===== src/rtl/ewh_pkg.sv =====
// Shared types and constants for the equal-width histogram.
// Holds command codes, register indexes and the beat structs between the top and the store.
// No dependencies.
`default_nettype none

package ewh_pkg;

    localparam int SAMPLE_W    = 32;
    localparam int SELECT_W    = 7;
    localparam int INDEX_W     = 7;
    localparam int OUT_COUNT_W = 32;
    localparam int WIDTH_W     = 31;
    localparam int BINS_W      = 8;
    localparam int CFG_ADDR_W  = 2;
    localparam int CFG_DATA_W  = 32;

    typedef logic [1:0] ewh_cmd_t;

    localparam ewh_cmd_t CMD_ADD   = 2'd0;
    localparam ewh_cmd_t CMD_READ  = 2'd1;
    localparam ewh_cmd_t CMD_CLEAR = 2'd2;
    localparam ewh_cmd_t CMD_RSVD  = 2'd3;

    localparam logic [CFG_ADDR_W-1:0] REG_LOW_EDGE    = 2'd0;
    localparam logic [CFG_ADDR_W-1:0] REG_BIN_WIDTH   = 2'd1;
    localparam logic [CFG_ADDR_W-1:0] REG_BINS_IN_USE = 2'd2;

    // One operation handed to the count store.
    typedef struct packed {
        ewh_cmd_t              cmd;        // CMD_ADD, CMD_READ or CMD_CLEAR
        logic                  in_range;   // address lies inside the store
        logic                  clamped;
        logic [INDEX_W-1:0]    bin_index;  // index reported in the result
    } ewh_op_t;

    // One result coming back from the count store.
    typedef struct packed {
        logic [INDEX_W-1:0]     bin_index;
        logic [OUT_COUNT_W-1:0] bin_count;
        logic                   clamped;
    } ewh_result_t;

endpackage

`default_nettype wire


===== src/rtl/ewh_binner.sv =====
// Bin finder: maps a signed Q16.16 sample to a bin index with saturation at both ends.
// Range check by one multiply, then a restoring divide at one quotient bit per cycle.
// Depends on ewh_pkg.
`default_nettype none

module ewh_binner #(
    parameter int NUM_BINS = 128
) (
    input  wire logic                          aclk,
    input  wire logic                          aresetn,
    input  wire logic                          start,
    input  wire logic [ewh_pkg::SAMPLE_W-1:0]  sample,
    input  wire logic [ewh_pkg::SAMPLE_W-1:0]  low_edge,
    input  wire logic [ewh_pkg::WIDTH_W-1:0]   bin_width,
    input  wire logic [ewh_pkg::BINS_W-1:0]    bins_in_use,
    output logic                               done,
    output logic [$clog2(NUM_BINS)-1:0]        bin,
    output logic                               clamped
);
    import ewh_pkg::*;

    localparam int IDX_BITS  = $clog2(NUM_BINS);
    localparam int NB_BITS   = $clog2(NUM_BINS + 1);
    localparam int CW        = IDX_BITS + SAMPLE_W + 1;
    localparam int PROD_W    = NB_BITS + WIDTH_W;
    localparam int STEP_BITS = $clog2(IDX_BITS + 1);

    localparam logic [1:0] BS_IDLE  = 2'd0;
    localparam logic [1:0] BS_LIMIT = 2'd1;
    localparam logic [1:0] BS_CHECK = 2'd2;
    localparam logic [1:0] BS_DIV   = 2'd3;

    logic [1:0]              state_reg, state_next;
    logic [SAMPLE_W:0]       diff_reg, diff_next;
    logic [WIDTH_W-1:0]      w_reg, w_next;
    logic [NB_BITS-1:0]      n_reg, n_next;
    logic [CW-1:0]           limit_reg, limit_next;
    logic [CW-1:0]           rem_reg, rem_next;
    logic [CW-1:0]           dvs_reg, dvs_next;
    logic [IDX_BITS-1:0]     q_reg, q_next;
    logic [STEP_BITS-1:0]    step_reg, step_next;
    logic                    done_reg, done_next;
    logic [IDX_BITS-1:0]     bin_reg, bin_next;
    logic                    clamp_reg, clamp_next;
    logic [PROD_W-1:0]       prod;
    logic [CW-1:0]           diff_ext;
    logic                    ge;

    assign prod     = n_reg * w_reg;
    assign diff_ext = CW'(diff_reg[SAMPLE_W-1:0]);
    assign ge       = (rem_reg >= dvs_reg);

    always_comb begin
        state_next = state_reg;
        diff_next  = diff_reg;
        w_next     = w_reg;
        n_next     = n_reg;
        limit_next = limit_reg;
        rem_next   = rem_reg;
        dvs_next   = dvs_reg;
        q_next     = q_reg;
        step_next  = step_reg;
        done_next  = 1'b0;
        bin_next   = bin_reg;
        clamp_next = clamp_reg;
        unique case (state_reg)
            BS_IDLE: begin
                if (start) begin
                    diff_next = {sample[SAMPLE_W-1], sample}
                              - {low_edge[SAMPLE_W-1], low_edge};
                    w_next    = (bin_width == '0) ? WIDTH_W'(1) : bin_width;
                    if (bins_in_use == '0) begin
                        n_next = NB_BITS'(1);
                    end else if (32'(bins_in_use) > NUM_BINS) begin
                        n_next = NB_BITS'(NUM_BINS);
                    end else begin
                        n_next = NB_BITS'(bins_in_use);
                    end
                    state_next = BS_LIMIT;
                end
            end
            BS_LIMIT: begin
                // end of the last bin in use, relative to low_edge
                limit_next = CW'(prod);
                state_next = BS_CHECK;
            end
            BS_CHECK: begin
                if (diff_reg[SAMPLE_W]) begin
                    bin_next   = '0;
                    clamp_next = 1'b1;
                    done_next  = 1'b1;
                    state_next = BS_IDLE;
                end else if (diff_ext >= limit_reg) begin
                    bin_next   = IDX_BITS'(n_reg - NB_BITS'(1));
                    clamp_next = 1'b1;
                    done_next  = 1'b1;
                    state_next = BS_IDLE;
                end else begin
                    // quotient is below the bin count, so IDX_BITS steps suffice
                    rem_next   = diff_ext;
                    dvs_next   = CW'(w_reg) << (IDX_BITS - 1);
                    q_next     = '0;
                    step_next  = STEP_BITS'(IDX_BITS);
                    state_next = BS_DIV;
                end
            end
            BS_DIV: begin
                if (ge) begin
                    rem_next = rem_reg - dvs_reg;
                end
                dvs_next  = dvs_reg >> 1;
                q_next    = IDX_BITS'({q_reg, ge});
                step_next = step_reg - STEP_BITS'(1);
                if (step_reg == STEP_BITS'(1)) begin
                    bin_next   = IDX_BITS'({q_reg, ge});
                    clamp_next = 1'b0;
                    done_next  = 1'b1;
                    state_next = BS_IDLE;
                end
            end
            default: begin
                state_next = BS_IDLE;
            end
        endcase
    end

    always_ff @(posedge aclk) begin
        if (!aresetn) begin
            state_reg <= BS_IDLE;
            done_reg  <= 1'b0;
        end else begin
            state_reg <= state_next;
            done_reg  <= done_next;
        end
        diff_reg  <= diff_next;
        w_reg     <= w_next;
        n_reg     <= n_next;
        limit_reg <= limit_next;
        rem_reg   <= rem_next;
        dvs_reg   <= dvs_next;
        q_reg     <= q_next;
        step_reg  <= step_next;
        bin_reg   <= bin_next;
        clamp_reg <= clamp_next;
    end

    assign done    = done_reg;
    assign bin     = bin_reg;
    assign clamped = clamp_reg;

endmodule

`default_nettype wire


===== src/rtl/ewh_bin_store.sv =====
// Count store: one synchronous memory of bin counts with a read-modify-write pipe.
// Sweeps zeros through every entry after reset. The user keeps one operation in
// flight at a time; the store does not enforce it. Depends on ewh_pkg.
`default_nettype none

module ewh_bin_store #(
    parameter int NUM_BINS   = 128,
    parameter int COUNT_BITS = 32
) (
    input  wire logic                        aclk,
    input  wire logic                        aresetn,
    input  wire logic                        op_valid,
    input  wire ewh_pkg::ewh_op_t            op,
    input  wire logic [$clog2(NUM_BINS)-1:0] op_addr,
    output logic                             busy,
    output logic                             res_valid,
    output ewh_pkg::ewh_result_t             res
);
    import ewh_pkg::*;

    localparam int IDX_BITS = $clog2(NUM_BINS);
    localparam logic [COUNT_BITS-1:0] COUNT_MAX = {COUNT_BITS{1'b1}};

    logic [COUNT_BITS-1:0] mem [NUM_BINS];

    logic                  sweep_reg;
    logic [IDX_BITS-1:0]   sweep_addr_reg;
    logic                  p_valid_reg;
    ewh_op_t               p_op_reg;
    logic [IDX_BITS-1:0]   p_addr_reg;
    logic [COUNT_BITS-1:0] rd_data_reg;

    logic                  wr_en;
    logic [IDX_BITS-1:0]   wr_addr;
    logic [COUNT_BITS-1:0] wr_data;
    logic [COUNT_BITS-1:0] inc_count;

    assign inc_count = (rd_data_reg == COUNT_MAX) ? rd_data_reg
                                                  : rd_data_reg + COUNT_BITS'(1);

    always_comb begin
        wr_en         = 1'b0;
        wr_addr       = p_addr_reg;
        wr_data       = '0;
        res.bin_index = p_op_reg.bin_index;
        res.clamped   = 1'b0;
        res.bin_count = '0;
        if (sweep_reg) begin
            wr_en   = 1'b1;
            wr_addr = sweep_addr_reg;
        end else if (p_valid_reg) begin
            case (p_op_reg.cmd)
                CMD_ADD: begin
                    wr_en         = 1'b1;
                    wr_data       = inc_count;
                    res.clamped   = p_op_reg.clamped;
                    res.bin_count = OUT_COUNT_W'(inc_count);
                end
                CMD_CLEAR: begin
                    wr_en = p_op_reg.in_range;
                end
                default: begin
                    res.bin_count = p_op_reg.in_range ? OUT_COUNT_W'(rd_data_reg) : '0;
                end
            endcase
        end
    end

    always_ff @(posedge aclk) begin
        if (wr_en) begin
            mem[wr_addr] <= wr_data;
        end
        if (op_valid) begin
            rd_data_reg <= mem[op_addr];
        end
    end

    always_ff @(posedge aclk) begin
        if (!aresetn) begin
            sweep_reg      <= 1'b1;
            sweep_addr_reg <= '0;
            p_valid_reg    <= 1'b0;
        end else begin
            if (sweep_reg) begin
                sweep_addr_reg <= sweep_addr_reg + IDX_BITS'(1);
                if (sweep_addr_reg == IDX_BITS'(NUM_BINS - 1)) begin
                    sweep_reg <= 1'b0;
                end
            end
            p_valid_reg <= op_valid;
        end
        if (op_valid) begin
            p_op_reg   <= op;
            p_addr_reg <= op_addr;
        end
    end

    assign busy      = sweep_reg;
    assign res_valid = p_valid_reg;

endmodule

`default_nettype wire


===== src/rtl/equal_width_histogram.sv =====
// Equal-width histogram over signed Q16.16 samples, counts in one synchronous memory.
// Flow: a read or clear goes from accept to the store; an add first runs the bin finder,
// whose range check clamps or whose restoring divide finds the bin, one quotient bit a cycle.
// Throughput: one item at a time; the next accept waits until the op is handed to the store,
// and later still if the result side stalls.
// Reset: synchronous, active low; then a zero sweep of every bin with s_tready low.
`default_nettype none

module equal_width_histogram #(
    parameter int NUM_BINS   = 128,
    parameter int COUNT_BITS = 32
) (
    input  wire logic                            aclk,
    input  wire logic                            aresetn,
    // configuration write port
    input  wire logic                            cfg_wr_en,
    input  wire logic [ewh_pkg::CFG_ADDR_W-1:0]  cfg_addr,
    input  wire logic [ewh_pkg::CFG_DATA_W-1:0]  cfg_wdata,
    // command stream
    input  wire logic                            s_tvalid,
    output logic                                 s_tready,
    input  wire logic [39:0]                     s_tdata,   // [31:0] sample, [38:32] bin_select
    input  wire logic [1:0]                      s_tuser,   // [1:0] cmd
    // result stream
    output logic                                 m_tvalid,
    input  wire logic                            m_tready,
    output logic [39:0]                          m_tdata,   // [6:0] bin_index, [38:7] bin_count
    output logic                                 m_tuser    // [0] clamped
);
    import ewh_pkg::*;

    localparam int IDX_BITS = $clog2(NUM_BINS);

    localparam logic [1:0] ST_IDLE  = 2'd0;
    localparam logic [1:0] ST_BIN   = 2'd1;
    localparam logic [1:0] ST_ISSUE = 2'd2;

    // configuration registers
    logic [SAMPLE_W-1:0]   low_edge_reg;
    logic [WIDTH_W-1:0]    bin_width_reg;
    logic [BINS_W-1:0]     bins_in_use_reg;

    logic [1:0]            state_reg;
    ewh_op_t               op_reg;
    logic [IDX_BITS-1:0]   addr_reg;

    logic                  in_beat;
    ewh_cmd_t              s_cmd;
    logic [SAMPLE_W-1:0]   s_sample;
    logic [SELECT_W-1:0]   s_bin_select;
    logic                  sel_in_range;

    logic                  bin_done;
    logic [IDX_BITS-1:0]   bin_found;
    logic                  bin_clamped;

    logic                  out_free;
    logic                  op_valid;
    logic                  store_busy;
    logic                  res_valid;
    ewh_result_t           res;

    logic                  m_tvalid_reg;
    logic [39:0]           m_tdata_reg;
    logic                  m_tuser_reg;

    assign s_cmd        = s_tuser;
    assign s_sample     = s_tdata[31:0];
    assign s_bin_select = s_tdata[38:32];
    assign sel_in_range = (32'(s_bin_select) < NUM_BINS);

    // Take a beat only with the sequencer idle and the zero sweep finished.
    assign s_tready = (state_reg == ST_IDLE) && !store_busy;
    assign in_beat  = s_tvalid && s_tready;

    // The output register is empty next cycle if it is empty now or drains now,
    // so the store may start an operation whose result reaches it in the following cycle.
    assign out_free = !m_tvalid_reg || m_tready;
    assign op_valid = (state_reg == ST_ISSUE) && out_free;

    always_ff @(posedge aclk) begin
        if (!aresetn) begin
            low_edge_reg    <= '0;
            bin_width_reg   <= WIDTH_W'(65536);
            bins_in_use_reg <= BINS_W'(100);
        end else if (cfg_wr_en) begin
            unique case (cfg_addr)
                REG_LOW_EDGE:    low_edge_reg    <= cfg_wdata;
                REG_BIN_WIDTH:   bin_width_reg   <= cfg_wdata[WIDTH_W-1:0];
                REG_BINS_IN_USE: bins_in_use_reg <= cfg_wdata[BINS_W-1:0];
                default: ;
            endcase
        end
    end

    // Sequencer: accept, find the bin for an add, then hand one op to the store.
    always_ff @(posedge aclk) begin
        if (!aresetn) begin
            state_reg <= ST_IDLE;
        end else begin
            unique case (state_reg)
                ST_IDLE: begin
                    if (in_beat) begin
                        state_reg <= (s_cmd == CMD_ADD) ? ST_BIN : ST_ISSUE;
                    end
                end
                ST_BIN: begin
                    if (bin_done) begin
                        state_reg <= ST_ISSUE;
                    end
                end
                ST_ISSUE: begin
                    if (out_free) begin
                        state_reg <= ST_IDLE;
                    end
                end
                default: begin
                    state_reg <= ST_IDLE;
                end
            endcase
        end
    end

    // Operation payload: capture select-driven fields on accept, bin fields on done.
    always_ff @(posedge aclk) begin
        if (in_beat) begin
            op_reg.bin_index <= s_bin_select;
            op_reg.clamped   <= 1'b0;
            addr_reg         <= IDX_BITS'(s_bin_select);
            unique case (s_cmd)
                CMD_ADD: begin
                    op_reg.cmd      <= CMD_ADD;
                    op_reg.in_range <= 1'b1;
                end
                CMD_CLEAR: begin
                    op_reg.cmd      <= CMD_CLEAR;
                    op_reg.in_range <= sel_in_range;
                end
                default: begin
                    // the reserved code reads like a read
                    op_reg.cmd      <= CMD_READ;
                    op_reg.in_range <= sel_in_range;
                end
            endcase
        end else if (bin_done) begin
            op_reg.bin_index <= INDEX_W'(bin_found);
            op_reg.clamped   <= bin_clamped;
            addr_reg         <= bin_found;
        end
    end

    ewh_binner #(
        .NUM_BINS (NUM_BINS)
    ) u_binner (
        .aclk        (aclk),
        .aresetn     (aresetn),
        .start       (in_beat && (s_cmd == CMD_ADD)),
        .sample      (s_sample),
        .low_edge    (low_edge_reg),
        .bin_width   (bin_width_reg),
        .bins_in_use (bins_in_use_reg),
        .done        (bin_done),
        .bin         (bin_found),
        .clamped     (bin_clamped)
    );

    ewh_bin_store #(
        .NUM_BINS   (NUM_BINS),
        .COUNT_BITS (COUNT_BITS)
    ) u_store (
        .aclk      (aclk),
        .aresetn   (aresetn),
        .op_valid  (op_valid),
        .op        (op_reg),
        .op_addr   (addr_reg),
        .busy      (store_busy),
        .res_valid (res_valid),
        .res       (res)
    );

    // Output register: load a result, hold it until the far side takes the beat.
    always_ff @(posedge aclk) begin
        if (!aresetn) begin
            m_tvalid_reg <= 1'b0;
        end else if (res_valid) begin
            m_tvalid_reg <= 1'b1;
        end else if (m_tready) begin
            m_tvalid_reg <= 1'b0;
        end
        if (res_valid) begin
            m_tdata_reg <= {1'b0, res.bin_count, res.bin_index};
            m_tuser_reg <= res.clamped;
        end
    end

    assign m_tvalid = m_tvalid_reg;
    assign m_tdata  = m_tdata_reg;
    assign m_tuser  = m_tuser_reg;

    // A result never lands on an untaken beat.
    a_res_into_empty: assert property (@(posedge aclk) disable iff (!aresetn)
        res_valid |-> !m_tvalid_reg)
        else $error("result overwrote a pending output beat");

    // The bin finder only reports while the sequencer waits on it.
    a_bin_done_state: assert property (@(posedge aclk) disable iff (!aresetn)
        bin_done |-> (state_reg == ST_BIN))
        else $error("bin result arrived outside the bin wait");

    // No store operation during the reset sweep.
    a_no_op_in_sweep: assert property (@(posedge aclk) disable iff (!aresetn)
        op_valid |-> !store_busy)
        else $error("store operation issued during zero sweep");

    // One item at a time: an accept drops ready for the next cycle.
    a_one_in_flight: assert property (@(posedge aclk) disable iff (!aresetn)
        in_beat |=> !s_tready)
        else $error("second beat accepted while one is in flight");

endmodule

`default_nettype wire


===== config.mk =====
export PLATFORM = sky130hd
export DESIGN_NAME = equal_width_histogram
export DESIGN_NICKNAME = d
export VERILOG_FILES = /design/src/rtl/ewh_pkg.sv /design/src/rtl/ewh_binner.sv /design/src/rtl/ewh_bin_store.sv /design/src/rtl/equal_width_histogram.sv
export SDC_FILE = /design/constraint.sdc
export NUM_CORES = 2
export LEC_CHECK = 0
export BUFFER_PORTS_ARGS = -buffer_cell sky130_fd_sc_hd__clkbuf_2
export CAP_MARGIN = 20
export CORE_MARGIN = 3
export CORE_UTILIZATION = 35
export DETAILED_ROUTE_END_ITERATION = 8
export HOLD_SLACK_MARGIN = 0.05
export MAX_ROUTING_LAYER = met4
export PLACE_DENSITY_LB_ADDON = 0.12
export SYNTH_ARGS = -nofsm -noshare
export SYNTH_HDL_FRONTEND = slang
export SYNTH_SLANG_ARGS = --single-unit

===== constraint.sdc =====
create_clock -name aclk -period 10.2 [get_ports aclk]
set_input_delay 0.51 -clock aclk [delete_from_list [all_inputs] [get_ports aclk]]
set_output_delay 0.51 -clock aclk [all_outputs]
set_load 0.1 [all_outputs]

==> impl_metrics.csv <==
group,metric,value,unit
routing,wl_per_cell,32.6,um
sta,maxSlewHeadroom,0.159,
synthesis,synth_edf_count,4392,
placement,dp.cells,15600,
synthesis,syn_area_per_cell,20.9,sq um
hold_path,hp-class,"primary input to register",
flow_run,maxCapViolations,0,
routing,ant_nets,0,
routing,vias,90700,
floorplanning,start_util,0.353,
grt,grt_pass1_vias,93000,
sta,worstMarginPinSlew,1.26,ns
worst_setup_path,endpoint_kind,"register",
synthesis,ys_async_sr_fraction,0,
cts,clk_path_buf_depth,4,
placement,dpl.hpwl,301,mm
synthesis,syn-num-nets,9190,
cells_and_area,drive_gt1_frac,0.274,
sta,maxSlewViolCount,0,
sta,min_period,6.19,ns
routing,dr.pass1.iters,6,
power,p_per_area,177,nW/um^2
cells_and_area,nets,9720,
routing,viasPerCell,5.45,
placement,placed_area,194000,sq um
synthesis,synthesis.area,183000,sq um
sta,post-route-period-util,0.607,
floorplanning,rows,264,
synthesis,synth_top_cell_by_area,"edfxtp_1",
grt,grt_max_degree,130,
power,leakage,66.8,nW
placement,finalWeightedCongestion,0.821,
cts,clkLatencyLatePin,1.04,ns
worst_setup_path,cp_data_required_time,10.91,ns
synthesis,yosysSeqAreaShare,0.730,
worst_setup_path,cp-start-kind,"register",
cts,numCtsBuffers,485,
grt,track_usage,0.207,
sta,clock_skew,0.0750,ns
floorplanning,io_pins,124,
synthesis,synth_seq_cells,4479,
cts,clk_pin_slew,0.06,ns
grt,grt_pass1_wl,749,mm
sta,finalHoldViolCount,0,
synthesis,netlist_instances,8768,
sta,hold_slack,0.160,ns
cells_and_area,final_cell_count_no_fill,16600,
synthesis,yosysWarningCount,0,
sta,rsz0062_at_grt,"no",
cells_and_area,syn_to_final_growth,15.0,%
cts,cts_tree,"built",
cts,clock_sinks,4479,
worst_setup_path,crit_type,"register to register",
sta,setup_tns,0,ns
cts,post_cts_resized,0,
cells_and_area,largest_reg_flops,4096,
synthesis,synth_top_area_frac,0.721,
worst_setup_path,critPathMaxFanout,28,
cells_and_area,fin_util,0.405,
status,outcome,"finished clean",
sta,setup_violations,0,
synthesis,synth_area_leaders,"edfxtp_1 72%, mux4_2 17%, fa_1 1.9%, ha_1 1.1%, dfxtp_1 0.95%",
routing,drt_iter0_drc,9878,
floorplanning,die_h,729,um
floorplanning,die_w,729,um
synthesis,synthFlopType,"edfxtp_1",
cts,h-tree-depth,5,
synthesis,ys_types,72,
cells_and_area,fin_area,210000,sq um
grt,grt_overflow_total,0,
routing,drt-total-wl,542,mm
grt,antenna_found_initial,75,
floorplanning,design.core.area,519000,sq um
power,ir_drop,0.000160,V
cts,root_buffer,"clkbuf_16",
routing,drc,0,
placement,portBuffers,121,
floorplanning,die_area,531000,sq um
sta,fmax,0.162,GHz
worst_setup_path,critPathArrivalTime,6.90,ns
-- worst max-delay path: stages, from the launching register on --
cell	delay (ns)
edfxtp_1	0.50
buf_4	0.38
and2_1	0.21
fa_1	0.44
fa_1	0.50
fa_1	0.49
inv_1	0.05
fa_1	0.47
inv_1	0.04
ha_1	0.37
a21o_1	0.24
a31o_2	0.25
a21oi_1	0.22
nand2_1	0.07
o21ai_0	0.69
o211a_1	0.31
o31ai_1	0.08
a21oi_1	0.24
o21ai_0	0.14
xor2_1	0.15
-- through the flow --
stage               total power, W  setup WS [ns]
finish                      0.0371           4.01
global route                0.0383           3.62
detailed placement          0.0207           3.94
floorplan                   0.0205           1.64
CTS                         0.0376           3.89
global placement            0.0207           3.68
-- kinds of logic after synthesis --
| group | after synthesis | synth area share |
|---|---|---|
| other | 1 | 0.0000205 |
| muxes | 1397 | 0.169 |
| xor gates and xnor gates | 130 | 0.00622 |
| buffers and inverters | 757 | 0.0161 |
| AOI/OAI and AO/OA | 554 | 0.0191 |
| DFF | 4479 | 0.730 |
| adders and majority gates | 341 | 0.0305 |
| and+or+nand+nor | 1109 | 0.0290 |
-- per-layer routing --
metal / GRT usage / wire [um] / vias to the layer above
met3: 0.0284 / 33500 / 702
met5: - / 0 / -
met4: 0.0445 / 12600 / 0
li1: - / - / 36900
met2: 0.328 / 259000 / 3093
met1: 0.289 / 237000 / 50000
-- placed cells by master, fill, tap and decap left out, types with 52 or more instances in the layout --
| cell | count |
|---|---|
| nand2_1 | 361 |
| o21ai_0 | 151 |
| nor2_4 | 160 |
| clkinv_2 | 92 |
| ha_1 | 165 |
| buf_4 | 251 |
| xnor2_1 | 89 |
| fa_1 | 176 |
| mux4_2 | 1344 |
| a21o_1 | 52 |
| edfxtp_1 | 4392 |
| inv_1 | 297 |
| dlygate4sd3_1 | 93 |
| and2_1 | 214 |
| a21boi_0 | 66 |
| clkinv_1 | 117 |
| nor2_1 | 110 |
| clkbuf_2 | 121 |
| a21oi_1 | 139 |
| clkbuf_16 | 490 |
| clkbuf_1 | 111 |
| dfxtp_1 | 85 |
-- synthesized netlist by cell type (8+ instances only) --
library cell,number
edfxtp_1,4392
mux4_2,1344
nand2_1,363
clkbuf_1,310
inv_1,298
nor2_1,270
and2_1,214
fa_1,176
ha_1,165
o21ai_0,151
a21oi_1,139
xnor2_1,89
dfxtp_1,87
buf_1,74
buf_2,70
a21boi_0,66
nand3_1,53
a21o_1,52
mux2_2,41
xor2_1,41
nor2b_1,34
nand2b_1,29
nor3_1,29
nand4_1,27
and3_1,25
or3_1,21
o21bai_1,20
a31oi_1,17
nor4_1,13
mux2i_1,12
o21a_1,12
o31ai_1,11
a211oi_1,10
a22oi_1,10
o32ai_1,10
a31o_2,9
o211ai_1,8
-- power by group --
group	internal (W)	switching (W)	leakage, nW	total (W)
sequential	0.0200	0.0000212	40.9	0.0200
combinational	0.000122	0.000220	18.5	0.000342
clock	0.00947	0.00734	7.37	0.0168
-- path summary, 6_finish.rpt --
path	from	endpoint	slack, ns	cells past startpoint
setup reg to reg	u_binner.n_reg[3]	u_binner.limit_reg[37]	4.01	19
hold / removal	s_tdata[19]	u_binner.diff_reg[19]	0.16	3
hold reg to reg	op_reg[7]	u_store.p_op_reg[7]	0.44	0
setup / recovery	u_binner.n_reg[3]	u_binner.limit_reg[37]	4.01	19
-- cell type report --
type / instances / area (sq um)
Antenna cell: 26 / 65.1
Clock buffer: 610 / 12800
Fill cell: 45600 / 309000
Inverter: 298 / 1120
Tap cell: 6916 / 8650
Sequential cell: 4479 / 134000
Multi-Input combinational cell: 3532 / 47700
Timing Repair Buffer: 502 / 4080
Clock inverter: 274 / 2290
-- timing repair --
action,CTS,global route
buffers inserted,0,0
hold buffers,93,0
setup endpoints to repair,0,0
hold endpoints to repair,118,0
Note: power is estimated with default switching activity, not from simulation.
